--- src/hw/rtl/pla_pkg.sv ---
package pla_pkg;

  localparam int COL_W = 6;

  typedef struct packed {
    logic       op;
    logic [7:0] rx_byte;
  } in_item_t;

  typedef struct packed {
    logic [2:0]       kind;
    logic [7:0]       char_code;
    logic [COL_W-1:0] column;
    logic [COL_W-1:0] span_end;
    logic             last;
  } out_item_t;

  // result kinds
  localparam logic [2:0] KIND_WITHDRAW     = 3'd0;
  localparam logic [2:0] KIND_WITHDRAW_ONE = 3'd1;
  localparam logic [2:0] KIND_CHAR         = 3'd2;
  localparam logic [2:0] KIND_DONE         = 3'd3;
  localparam logic [2:0] KIND_DONE_EXT     = 3'd4;
  localparam logic [2:0] KIND_BEEP         = 3'd5;

  // input op codes
  localparam logic OP_BYTE = 1'b0;
  localparam logic OP_TICK = 1'b1;

  // configuration register indexes
  localparam logic CFG_IDLE_TIMEOUT = 1'b0;
  localparam logic CFG_LINE_LENGTH  = 1'b1;

  localparam logic [15:0]      TIMEOUT_RESET  = 16'd7001;
  localparam logic [COL_W-1:0] LINE_LEN_RESET = 6'd32;
  localparam logic [COL_W-1:0] LINE_LEN_MIN   = 6'd8;
  localparam logic [15:0]      TICK_SAT       = 16'hFFFF;

  // byte codes
  localparam logic [7:0] BYTE_BEL    = 8'h07;
  localparam logic [7:0] BYTE_BS     = 8'h08;
  localparam logic [7:0] BYTE_TAB    = 8'h09;
  localparam logic [7:0] BYTE_LF     = 8'h0A;
  localparam logic [7:0] BYTE_ESC    = 8'h1B;
  localparam logic [7:0] BYTE_SPACE  = 8'h20;
  localparam logic [7:0] BYTE_LPAREN = 8'h28;
  localparam logic [7:0] BYTE_RPAREN = 8'h29;
  localparam logic [7:0] BYTE_DEL    = 8'h7F;
  localparam logic [7:0] BYTE_HIGH   = 8'h80;

  // escape phases
  localparam logic [1:0] ESC_NONE = 2'd0;
  localparam logic [1:0] ESC_ONE  = 2'd1;
  localparam logic [1:0] ESC_TWO  = 2'd2;

  typedef enum logic [3:0] {
    S_IDLE,
    S_TAB,
    S_RENEW,
    S_WITHDRAW,
    S_BEEP,
    S_PRINT_RD,
    S_PRINT_CH,
    S_DONE,
    S_FINISH
  } state_t;

  typedef enum logic [3:0] {
    ACT_NONE,
    ACT_ESC_ARG,
    ACT_SKIP,
    ACT_ESC,
    ACT_BS,
    ACT_BEEP,
    ACT_LF,
    ACT_TAB,
    ACT_UTF8,
    ACT_CHAR,
    ACT_TICK
  } act_t;

endpackage

--- src/hw/rtl/printer_line_assembler.sv ---
// Printer line assembler: takes received terminal bytes and 1 ms ticks (op 1) and keeps one
// line of text in a small line memory, sending withdraw, beep, per-character print, print-done
// and print-done-with-extend items. A tab writes one memory entry per cycle (up to eight), and
// a print run reads the line memory through its single registered read port, one character
// at a time, behind a one-entry output register; it waits whenever the output side stalls.
// in_ready is high only between items. Configuration writes (index 0 idle timeout in ticks,
// index 1 line length) take effect at once.
module printer_line_assembler import pla_pkg::*; #(
  parameter int LINE_CHARS = 32
) (
  input  logic        clk,
  input  logic        rst,
  input  logic        in_valid,
  output logic        in_ready,
  input  in_item_t    in_item,
  output logic        out_valid,
  input  logic        out_ready,
  output out_item_t   out_item,
  input  logic        cfg_we,
  input  logic        cfg_index,
  input  logic [15:0] cfg_data
);

  localparam int IDX_W = $clog2(LINE_CHARS);
  localparam logic [COL_W-1:0] MAX_LEN = COL_W'(LINE_CHARS);

  // configuration
  logic [15:0]      idle_timeout;
  logic [COL_W-1:0] line_length;

  // line state
  logic [7:0]       line_mem [LINE_CHARS];
  logic [7:0]       rdata;
  logic [COL_W-1:0] cursor, cursor_next;
  logic [COL_W-1:0] printed_left, printed_left_next;
  logic             idle, idle_next;
  logic             protect, protect_next;
  logic             hold, hold_next;
  logic [1:0]       esc_phase, esc_phase_next;
  logic [2:0]       skip_cnt, skip_cnt_next;
  logic [15:0]      tick_cnt, tick_cnt_next;

  // sequencer registers
  state_t           state, state_next;
  logic             need_nl, need_nl_next;
  logic             cr_pend, cr_pend_next;
  logic             print_pend, print_pend_next;
  logic             ext, ext_next;
  logic [2:0]       wd_kind, wd_kind_next;
  logic [COL_W-1:0] tab_target, tab_target_next;
  logic [COL_W-1:0] pidx, pidx_next;

  // combinational helpers
  act_t             act;
  logic [7:0]       b;
  logic [COL_W-1:0] len;
  logic [COL_W-1:0] cursor_dec;
  logic             bs_renew;
  logic [15:0]      tick_lim;
  logic [15:0]      tick_inc;
  logic             tick_fire;
  logic [COL_W:0]   tab_raw;
  logic [COL_W-1:0] tab_calc;
  logic             tab_more;
  logic             full;
  logic             print_now;
  logic [2:0]       lead_ones;
  logic             emit_ok;
  logic             emit;
  out_item_t        emit_item;
  logic             mem_we;
  logic [7:0]       mem_wdata;

  assign b         = in_item.rx_byte;
  assign in_ready  = (state == S_IDLE);
  assign emit_ok   = !out_valid || out_ready;

  always_comb begin
    if (line_length < LINE_LEN_MIN) begin
      len = LINE_LEN_MIN;
    end else if (line_length > MAX_LEN) begin
      len = MAX_LEN;
    end else begin
      len = line_length;
    end
  end

  assign cursor_dec = (cursor != '0) ? cursor - 1'b1 : cursor;
  assign bs_renew   = cursor_dec < printed_left;
  assign tick_lim   = (idle_timeout == '0) ? 16'd1 : idle_timeout;
  assign tick_inc   = (tick_cnt != TICK_SAT) ? tick_cnt + 16'd1 : tick_cnt;
  assign tick_fire  = !idle && (tick_inc >= tick_lim);
  // next tab stop of 8, clamped to the line length
  assign tab_raw    = {1'b0, cursor[COL_W-1:3], 3'b000} + (COL_W+1)'(8);
  assign tab_calc   = (tab_raw > {1'b0, len}) ? len : tab_raw[COL_W-1:0];
  assign tab_more   = ({1'b0, cursor} + (COL_W+1)'(1)) < {1'b0, tab_target};
  assign full       = cursor >= len;
  assign print_now  = (need_nl && !idle) || full;

  // continuation count of a utf-8 lead byte: ones below the top bit
  always_comb begin
    logic run;
    lead_ones = '0;
    run = 1'b1;
    for (int i = 6; i >= 0; i--) begin
      if (run && b[i]) begin
        lead_ones = lead_ones + 3'd1;
      end else begin
        run = 1'b0;
      end
    end
  end

  always_comb begin
    if (in_item.op == OP_TICK) begin
      act = ACT_TICK;
    end else if (esc_phase != ESC_NONE) begin
      act = ACT_ESC_ARG;
    end else if (skip_cnt != '0) begin
      act = ACT_SKIP;
    end else if (b == BYTE_ESC) begin
      act = ACT_ESC;
    end else if (b == BYTE_BS) begin
      act = ACT_BS;
    end else if (b == BYTE_BEL) begin
      act = ACT_BEEP;
    end else if (b == BYTE_LF) begin
      act = ACT_LF;
    end else if (b == BYTE_TAB) begin
      act = ACT_TAB;
    end else if (b < BYTE_SPACE) begin
      act = ACT_NONE;
    end else if (b >= BYTE_HIGH) begin
      act = ACT_UTF8;
    end else begin
      act = ACT_CHAR;
    end
  end

  // next state
  always_comb begin
    state_next = state;
    case (state)
      S_IDLE: begin
        if (in_valid) begin
          case (act)
            ACT_BS:   state_next = bs_renew ? S_RENEW : S_FINISH;
            ACT_BEEP: state_next = S_BEEP;
            ACT_LF:   state_next = S_RENEW;
            ACT_UTF8: state_next = S_RENEW;
            ACT_CHAR: state_next = S_RENEW;
            ACT_TAB:  state_next = S_TAB;
            ACT_TICK: state_next = tick_fire ? S_PRINT_RD : S_FINISH;
            default:  state_next = S_FINISH;
          endcase
        end
      end
      S_TAB:      state_next = tab_more ? S_TAB : S_RENEW;
      S_RENEW: begin
        if (idle) begin
          state_next = S_WITHDRAW;
        end else begin
          state_next = print_now ? S_PRINT_RD : S_FINISH;
        end
      end
      S_WITHDRAW: begin
        if (emit_ok) begin
          state_next = print_pend ? S_PRINT_RD : S_FINISH;
        end
      end
      S_BEEP:     state_next = emit_ok ? S_FINISH : S_BEEP;
      S_PRINT_RD: state_next = (pidx < cursor) ? S_PRINT_CH : S_DONE;
      S_PRINT_CH: state_next = emit_ok ? S_PRINT_RD : S_PRINT_CH;
      S_DONE:     state_next = emit_ok ? S_FINISH : S_DONE;
      S_FINISH:   state_next = S_IDLE;
      default:    state_next = S_IDLE;
    endcase
  end

  // datapath and result items
  always_comb begin
    cursor_next       = cursor;
    printed_left_next = printed_left;
    idle_next         = idle;
    protect_next      = protect;
    hold_next         = hold;
    esc_phase_next    = esc_phase;
    skip_cnt_next     = skip_cnt;
    tick_cnt_next     = tick_cnt;
    need_nl_next      = need_nl;
    cr_pend_next      = cr_pend;
    print_pend_next   = print_pend;
    ext_next          = ext;
    wd_kind_next      = wd_kind;
    tab_target_next   = tab_target;
    pidx_next         = pidx;
    mem_we            = 1'b0;
    mem_wdata         = BYTE_SPACE;
    emit              = 1'b0;
    emit_item         = '0;

    case (state)
      S_IDLE: begin
        if (in_valid) begin
          need_nl_next = 1'b0;
          cr_pend_next = 1'b0;
          ext_next     = 1'b0;
          pidx_next    = printed_left;
          case (act)
            ACT_ESC_ARG: begin
              if (esc_phase == ESC_ONE && (b == BYTE_LPAREN || b == BYTE_RPAREN)) begin
                esc_phase_next = ESC_TWO;
              end else begin
                esc_phase_next = ESC_NONE;
              end
            end
            ACT_SKIP: skip_cnt_next = skip_cnt - 3'd1;
            ACT_ESC:  esc_phase_next = ESC_ONE;
            ACT_BS: begin
              cursor_next = cursor_dec;
              if (bs_renew) begin
                printed_left_next = '0;
                need_nl_next      = 1'b1;
                if (cursor_dec != '0) begin
                  hold_next = 1'b1;
                end else begin
                  protect_next = 1'b1;
                end
              end
            end
            ACT_LF: begin
              if (cursor != '0 || !protect) begin
                need_nl_next = 1'b1;
                cr_pend_next = 1'b1;
              end else begin
                protect_next = 1'b0;
              end
            end
            ACT_TAB:  tab_target_next = tab_calc;
            ACT_UTF8: begin
              skip_cnt_next = lead_ones;
              mem_wdata     = BYTE_DEL;
              mem_we        = cursor < len;
            end
            ACT_CHAR: begin
              mem_wdata = b;
              mem_we    = cursor < len;
            end
            ACT_TICK: begin
              if (!idle) begin
                if (tick_fire) begin
                  tick_cnt_next = '0;
                  idle_next     = 1'b1;
                  ext_next      = 1'b1;
                end else begin
                  tick_cnt_next = tick_inc;
                end
              end
            end
            default: ;
          endcase
        end
      end
      S_TAB: begin
        mem_wdata = tab_more ? BYTE_SPACE : BYTE_TAB;
        mem_we    = cursor < len;
      end
      S_RENEW: begin
        tick_cnt_next   = '0;
        pidx_next       = printed_left;
        print_pend_next = print_now;
        if (idle) begin
          idle_next    = 1'b0;
          wd_kind_next = need_nl ? KIND_WITHDRAW_ONE : KIND_WITHDRAW;
          if (need_nl) begin
            hold_next = 1'b0;
          end
        end
        if (protect && cursor != '0) begin
          protect_next = 1'b0;
        end
        if (full) begin
          protect_next = 1'b1;
          cr_pend_next = 1'b1;
        end
      end
      S_WITHDRAW: begin
        emit           = emit_ok;
        emit_item.kind = wd_kind;
        emit_item.last = !print_pend;
      end
      S_BEEP: begin
        emit           = emit_ok;
        emit_item.kind = KIND_BEEP;
        emit_item.last = 1'b1;
      end
      S_PRINT_CH: begin
        emit                = emit_ok;
        emit_item.kind      = KIND_CHAR;
        emit_item.char_code = rdata;
        emit_item.column    = pidx;
        if (emit_ok) begin
          pidx_next = pidx + 1'b1;
        end
      end
      S_DONE: begin
        emit               = emit_ok;
        emit_item.kind     = ext ? KIND_DONE_EXT : KIND_DONE;
        emit_item.column   = printed_left;
        emit_item.span_end = cursor;
        emit_item.last     = 1'b1;
        if (emit_ok) begin
          hold_next = 1'b0;
          if (!hold) begin
            printed_left_next = cursor;
          end
        end
      end
      S_FINISH: begin
        if (cr_pend) begin
          printed_left_next = '0;
          cursor_next       = '0;
        end
      end
      default: ;
    endcase

    if (mem_we) begin
      cursor_next = cursor + 1'b1;
    end
  end

  always_ff @(posedge clk) begin
    if (mem_we) begin
      line_mem[cursor[IDX_W-1:0]] <= mem_wdata;
    end
    if (state == S_PRINT_RD) begin
      rdata <= line_mem[pidx[IDX_W-1:0]];
    end
  end

  always_ff @(posedge clk) begin
    if (rst) begin
      idle_timeout <= TIMEOUT_RESET;
      line_length  <= LINE_LEN_RESET;
    end else if (cfg_we) begin
      if (cfg_index == CFG_IDLE_TIMEOUT) begin
        idle_timeout <= cfg_data;
      end else begin
        line_length <= cfg_data[COL_W-1:0];
      end
    end
  end

  always_ff @(posedge clk) begin
    if (rst) begin
      state        <= S_IDLE;
      cursor       <= '0;
      printed_left <= '0;
      idle         <= 1'b1;
      protect      <= 1'b0;
      hold         <= 1'b0;
      esc_phase    <= ESC_NONE;
      skip_cnt     <= '0;
      tick_cnt     <= '0;
      need_nl      <= 1'b0;
      cr_pend      <= 1'b0;
      print_pend   <= 1'b0;
      ext          <= 1'b0;
      out_valid    <= 1'b0;
    end else begin
      state        <= state_next;
      cursor       <= cursor_next;
      printed_left <= printed_left_next;
      idle         <= idle_next;
      protect      <= protect_next;
      hold         <= hold_next;
      esc_phase    <= esc_phase_next;
      skip_cnt     <= skip_cnt_next;
      tick_cnt     <= tick_cnt_next;
      need_nl      <= need_nl_next;
      cr_pend      <= cr_pend_next;
      print_pend   <= print_pend_next;
      ext          <= ext_next;
      if (emit) begin
        out_valid <= 1'b1;
      end else if (out_ready) begin
        out_valid <= 1'b0;
      end
    end
  end

  always_ff @(posedge clk) begin
    wd_kind    <= wd_kind_next;
    tab_target <= tab_target_next;
    pidx       <= pidx_next;
    if (emit) begin
      out_item <= emit_item;
    end
  end

endmodule

--- config.mk ---
export PLATFORM = sky130hd
export DESIGN_NAME = printer_line_assembler
export DESIGN_NICKNAME = d
export VERILOG_FILES = /design/src/hw/rtl/pla_pkg.sv /design/src/hw/rtl/printer_line_assembler.sv
export SDC_FILE = /design/constraint.sdc
export NUM_CORES = 1
export LEC_CHECK = 0
export BUFFER_PORTS_ARGS = -buffer_cell sky130_fd_sc_hd__clkbuf_2
export CAP_MARGIN = 10
export CORE_MARGIN = 1
export CORE_UTILIZATION = 35
export DETAILED_ROUTE_END_ITERATION = 8
export GPL_TIMING_DRIVEN = 0
export SKIP_LAST_GASP = 1
export SLEW_MARGIN = 0
export SYNTH_ARGS = -nofsm -noshare
export SYNTH_HDL_FRONTEND = slang
export SYNTH_SLANG_ARGS = --single-unit
--- constraint.sdc ---
create_clock -name clk -period 3.7 [get_ports clk]
set_input_delay 0.37 -clock clk [delete_from_list [all_inputs] [get_ports clk]]
set_output_delay 0.37 -clock clk [all_outputs]
set_load 0.005 [all_outputs]
==> results_dict.tcl <==
set metrics [dict create \
    final_cells 2106 \
    crit_top_cell "a21oi_1" \
    setup_tns_ps 0 \
    grt_usage_pct 17.0 \
    ys_seq_elements 368 \
    start_util_pct 35.7 \
    fin_crit_ps 3580 \
    slew_headroom_pct 20.2 \
    globalplace.congestion 0.916 \
    cts-root-buf "clkbuf_16" \
    io_buffers 49 \
    synth-main-ff-cell "edfxtp_1" \
    drv_slew 0 \
    rsz0062_at_grt "yes" \
    cp_top_family "simple AND/OR/NAND/NOR gates" \
    ys_top_cells_by_area "edfxtp_1 (53%), mux4_2 (10%), dfxtp_1 (7.8%)" \
    synth_top_cell_by_area "edfxtp_1" \
    path_clk_slew_ps 60 \
    yosysTopAreaCellShare_pct 52.5 \
    clk_latency_ps 580 \
    crit_chain "buf_4, inv_4, ha_4, or3b_2, nor3_4, nor2_1, ha_1, a21oi_1, o21ai_0, a21oi_1, and2_4, a41oi_2, or4_1, a21oi_1" \
    wire_per_inst_um 20.2 \
    synth.most_common_cell "edfxtp_1" \
    finalWirelength_mm 42.4 \
    pre_cts_ws_ps -780 \
    die_y_um 224 \
    slowest_delay_ps 500 \
    fin_util_pct 42.7 \
    yosys_warnings 0 \
    cts_max_level 2 \
    setup_violations 0 \
    p_leak_nw 7.06 \
    clock.fmax_mhz 279 \
    coreArea_mm2 0.0481 \
    avgSynthCellArea_um2 13.6 \
    diodes 0 \
    path_max_fanout 10 \
    placed_cell_area_mm2 0.0185 \
    crit_type "reg -> reg" \
    syn_area_mm2 0.0172 \
    drc 0 \
    ys_types 85 \
    place.detailed.hpwl_mm 30.1 \
    critPathBufInv 2 \
    final_area_mm2 0.0206 \
    drive_gt1_share_pct 23.4 \
    vias 11100 \
    gr-total-overflow 0 \
    cts_tree "built" \
    slowest_stage "or3b_2" \
    cp.arrival_ps 4070 \
    synth_edf_count 301 \
    tightest_slew_ps 1200 \
    die_area_mm2 0.0501 \
    crit_path_end_kind "register" \
    synthCells 1265 \
    worst_slack_ps 118 \
    num-nets-final 1506 \
    numCtsBuffers 41 \
    grt_pass1_vias 10900 \
    ys_async_sr_fraction_pct 0 \
    worst_ep_required_time_ps 4190 \
    max_cap_viol_count 0 \
    ios 57 \
    dp_cells 2005 \
    p_total_mw 10.6 \
    area_growth_pct 19.4 \
    yosysSeqAreaShare_pct 60.3 \
    peakVddDrop_mv 0.334 \
    synth_common_cells "edfxtp_1 (301), nor2_1 (92), nand2_1 (91)" \
    power.density_mw_per_mm2 514 \
    viasPerCell 5.29 \
    fp-row-count 80 \
    grt_max_degree 33 \
    grt_first_pass_wirelength_mm 64.6 \
    fin_crit_sh_pct 96.8 \
    grt_antenna_before_repair 1 \
    dr.pass1.iters 5 \
    dieWidth_um 224 \
    first_iter_violations 918 \
    clock_skew_ps 30.1 \
    hold_slack_ps 34.0 \
    cts_buffer_depth 3 \
    start_kind "register" \
    status "finished clean" \
    antenna_left 0 \
    cts.sinks 368 \
    hp-class "in -> reg" \
    finalHoldViolCount 0 \
]
[worst min-delay path, cell delays in order]
cell	delay, ps
clkbuf_2	80
nand2_1	50
a21oi_1	50
[path summary, 6_finish.rpt]
| check | slack, ps | cells past startpoint | start | endpoint |
|---|---|---|---|---|
| worst max-delay path | 120 | 14 | cursor[0]$_SDFFE_PP0P_ | hold$_SDFFE_PP0P_ |
| worst max register to register | 120 | 14 | cursor[0]$_SDFFE_PP0P_ | hold$_SDFFE_PP0P_ |
| worst min-delay path | 30 | 3 | cfg_data[10] | idle_timeout[10]$_SDFFE_PP0P_ |
| worst min register to register | 460 | 2 | line_length[1]$_SDFFE_PP0P_ | line_length[1]$_SDFFE_PP0P_ |
[final cells by class]
class | count | area (um^2)
clock buffer | 52 | 1090
inverter | 56 | 216
buffer | 61 | 278
clock inverter | 23 | 248
fill | 4409 | 27600
tap | 656 | 821
multi-input combinational | 811 | 6970
sequential | 368 | 10400
timing repair buffer | 79 | 549
[cell usage in the layout, fill, tap and decap left out, types with 23 or more instances in the layout]
cell type / instances
a21oi_1: 70
clkbuf_1: 53
clkbuf_16: 42
clkbuf_2: 55
conb_1: 32
dfxtp_1: 63
edfxtp_1: 301
ha_1: 54
inv_1: 50
mux4_2: 80
nand2_1: 84
nand3_1: 25
nor2_1: 61
nor2_4: 23
o21ai_0: 42
[report_power, final]
group	leakage [nW]	internal [mW]	switching, mW	total, mW
combinational	3.04	0.704	1.09	1.80
sequential	3.37	4.62	0.0756	4.70
clock	0.652	2.39	1.68	4.07
total	7.06	7.71	2.85	10.6
[kinds of logic (layout without fill, tap and decap cells)]
logic type,Yosys count,after routing,synth area share [%]
multiplexers,98,98,11.6
AO/OA/AOI/OAI,239,240,9.19
XOR/XNOR,22,22,1.12
AND/OR/NAND/NOR,362,362,11.0
buffers and inverters,118,271,2.67
other,1,32,0.0218
flip-flops,368,368,60.3
adder cells (fa/ha/maj),57,57,4.14
[registers in the layout (all words and copies together), names as in the netlist, 2 cells and up]
register,count
cursor,6
esc_phase,2
idle_timeout,16
line_length,6
line_mem,256
out_item,24
pidx,6
printed_left,6
rdata,8
skip_cnt,3
state,4
tab_target,6
tick_cnt,16
[repair_timing]
action | in CTS | in global routing
buffers inserted | 3 | 17
gates resized for setup | 57 | 87
setup endpoints to repair | 348 | 303
pin swaps | 3 | 28
cloned | 0 | 1
hold buffers | 4 | 0
endpoints found under the hold margin | 4 | 0
[layer usage]
metal  up-vias  share of wire (%)  global-route usage [%]
met5         -                  0                       0
met4         0                1.9                    4.93
met3        51                4.9                    2.24
met2       272                 48                    28.0
met1      5629                 45                    23.4
li1       5190                  -                       -
No activity file was read; power rests on OpenSTA's default activity.
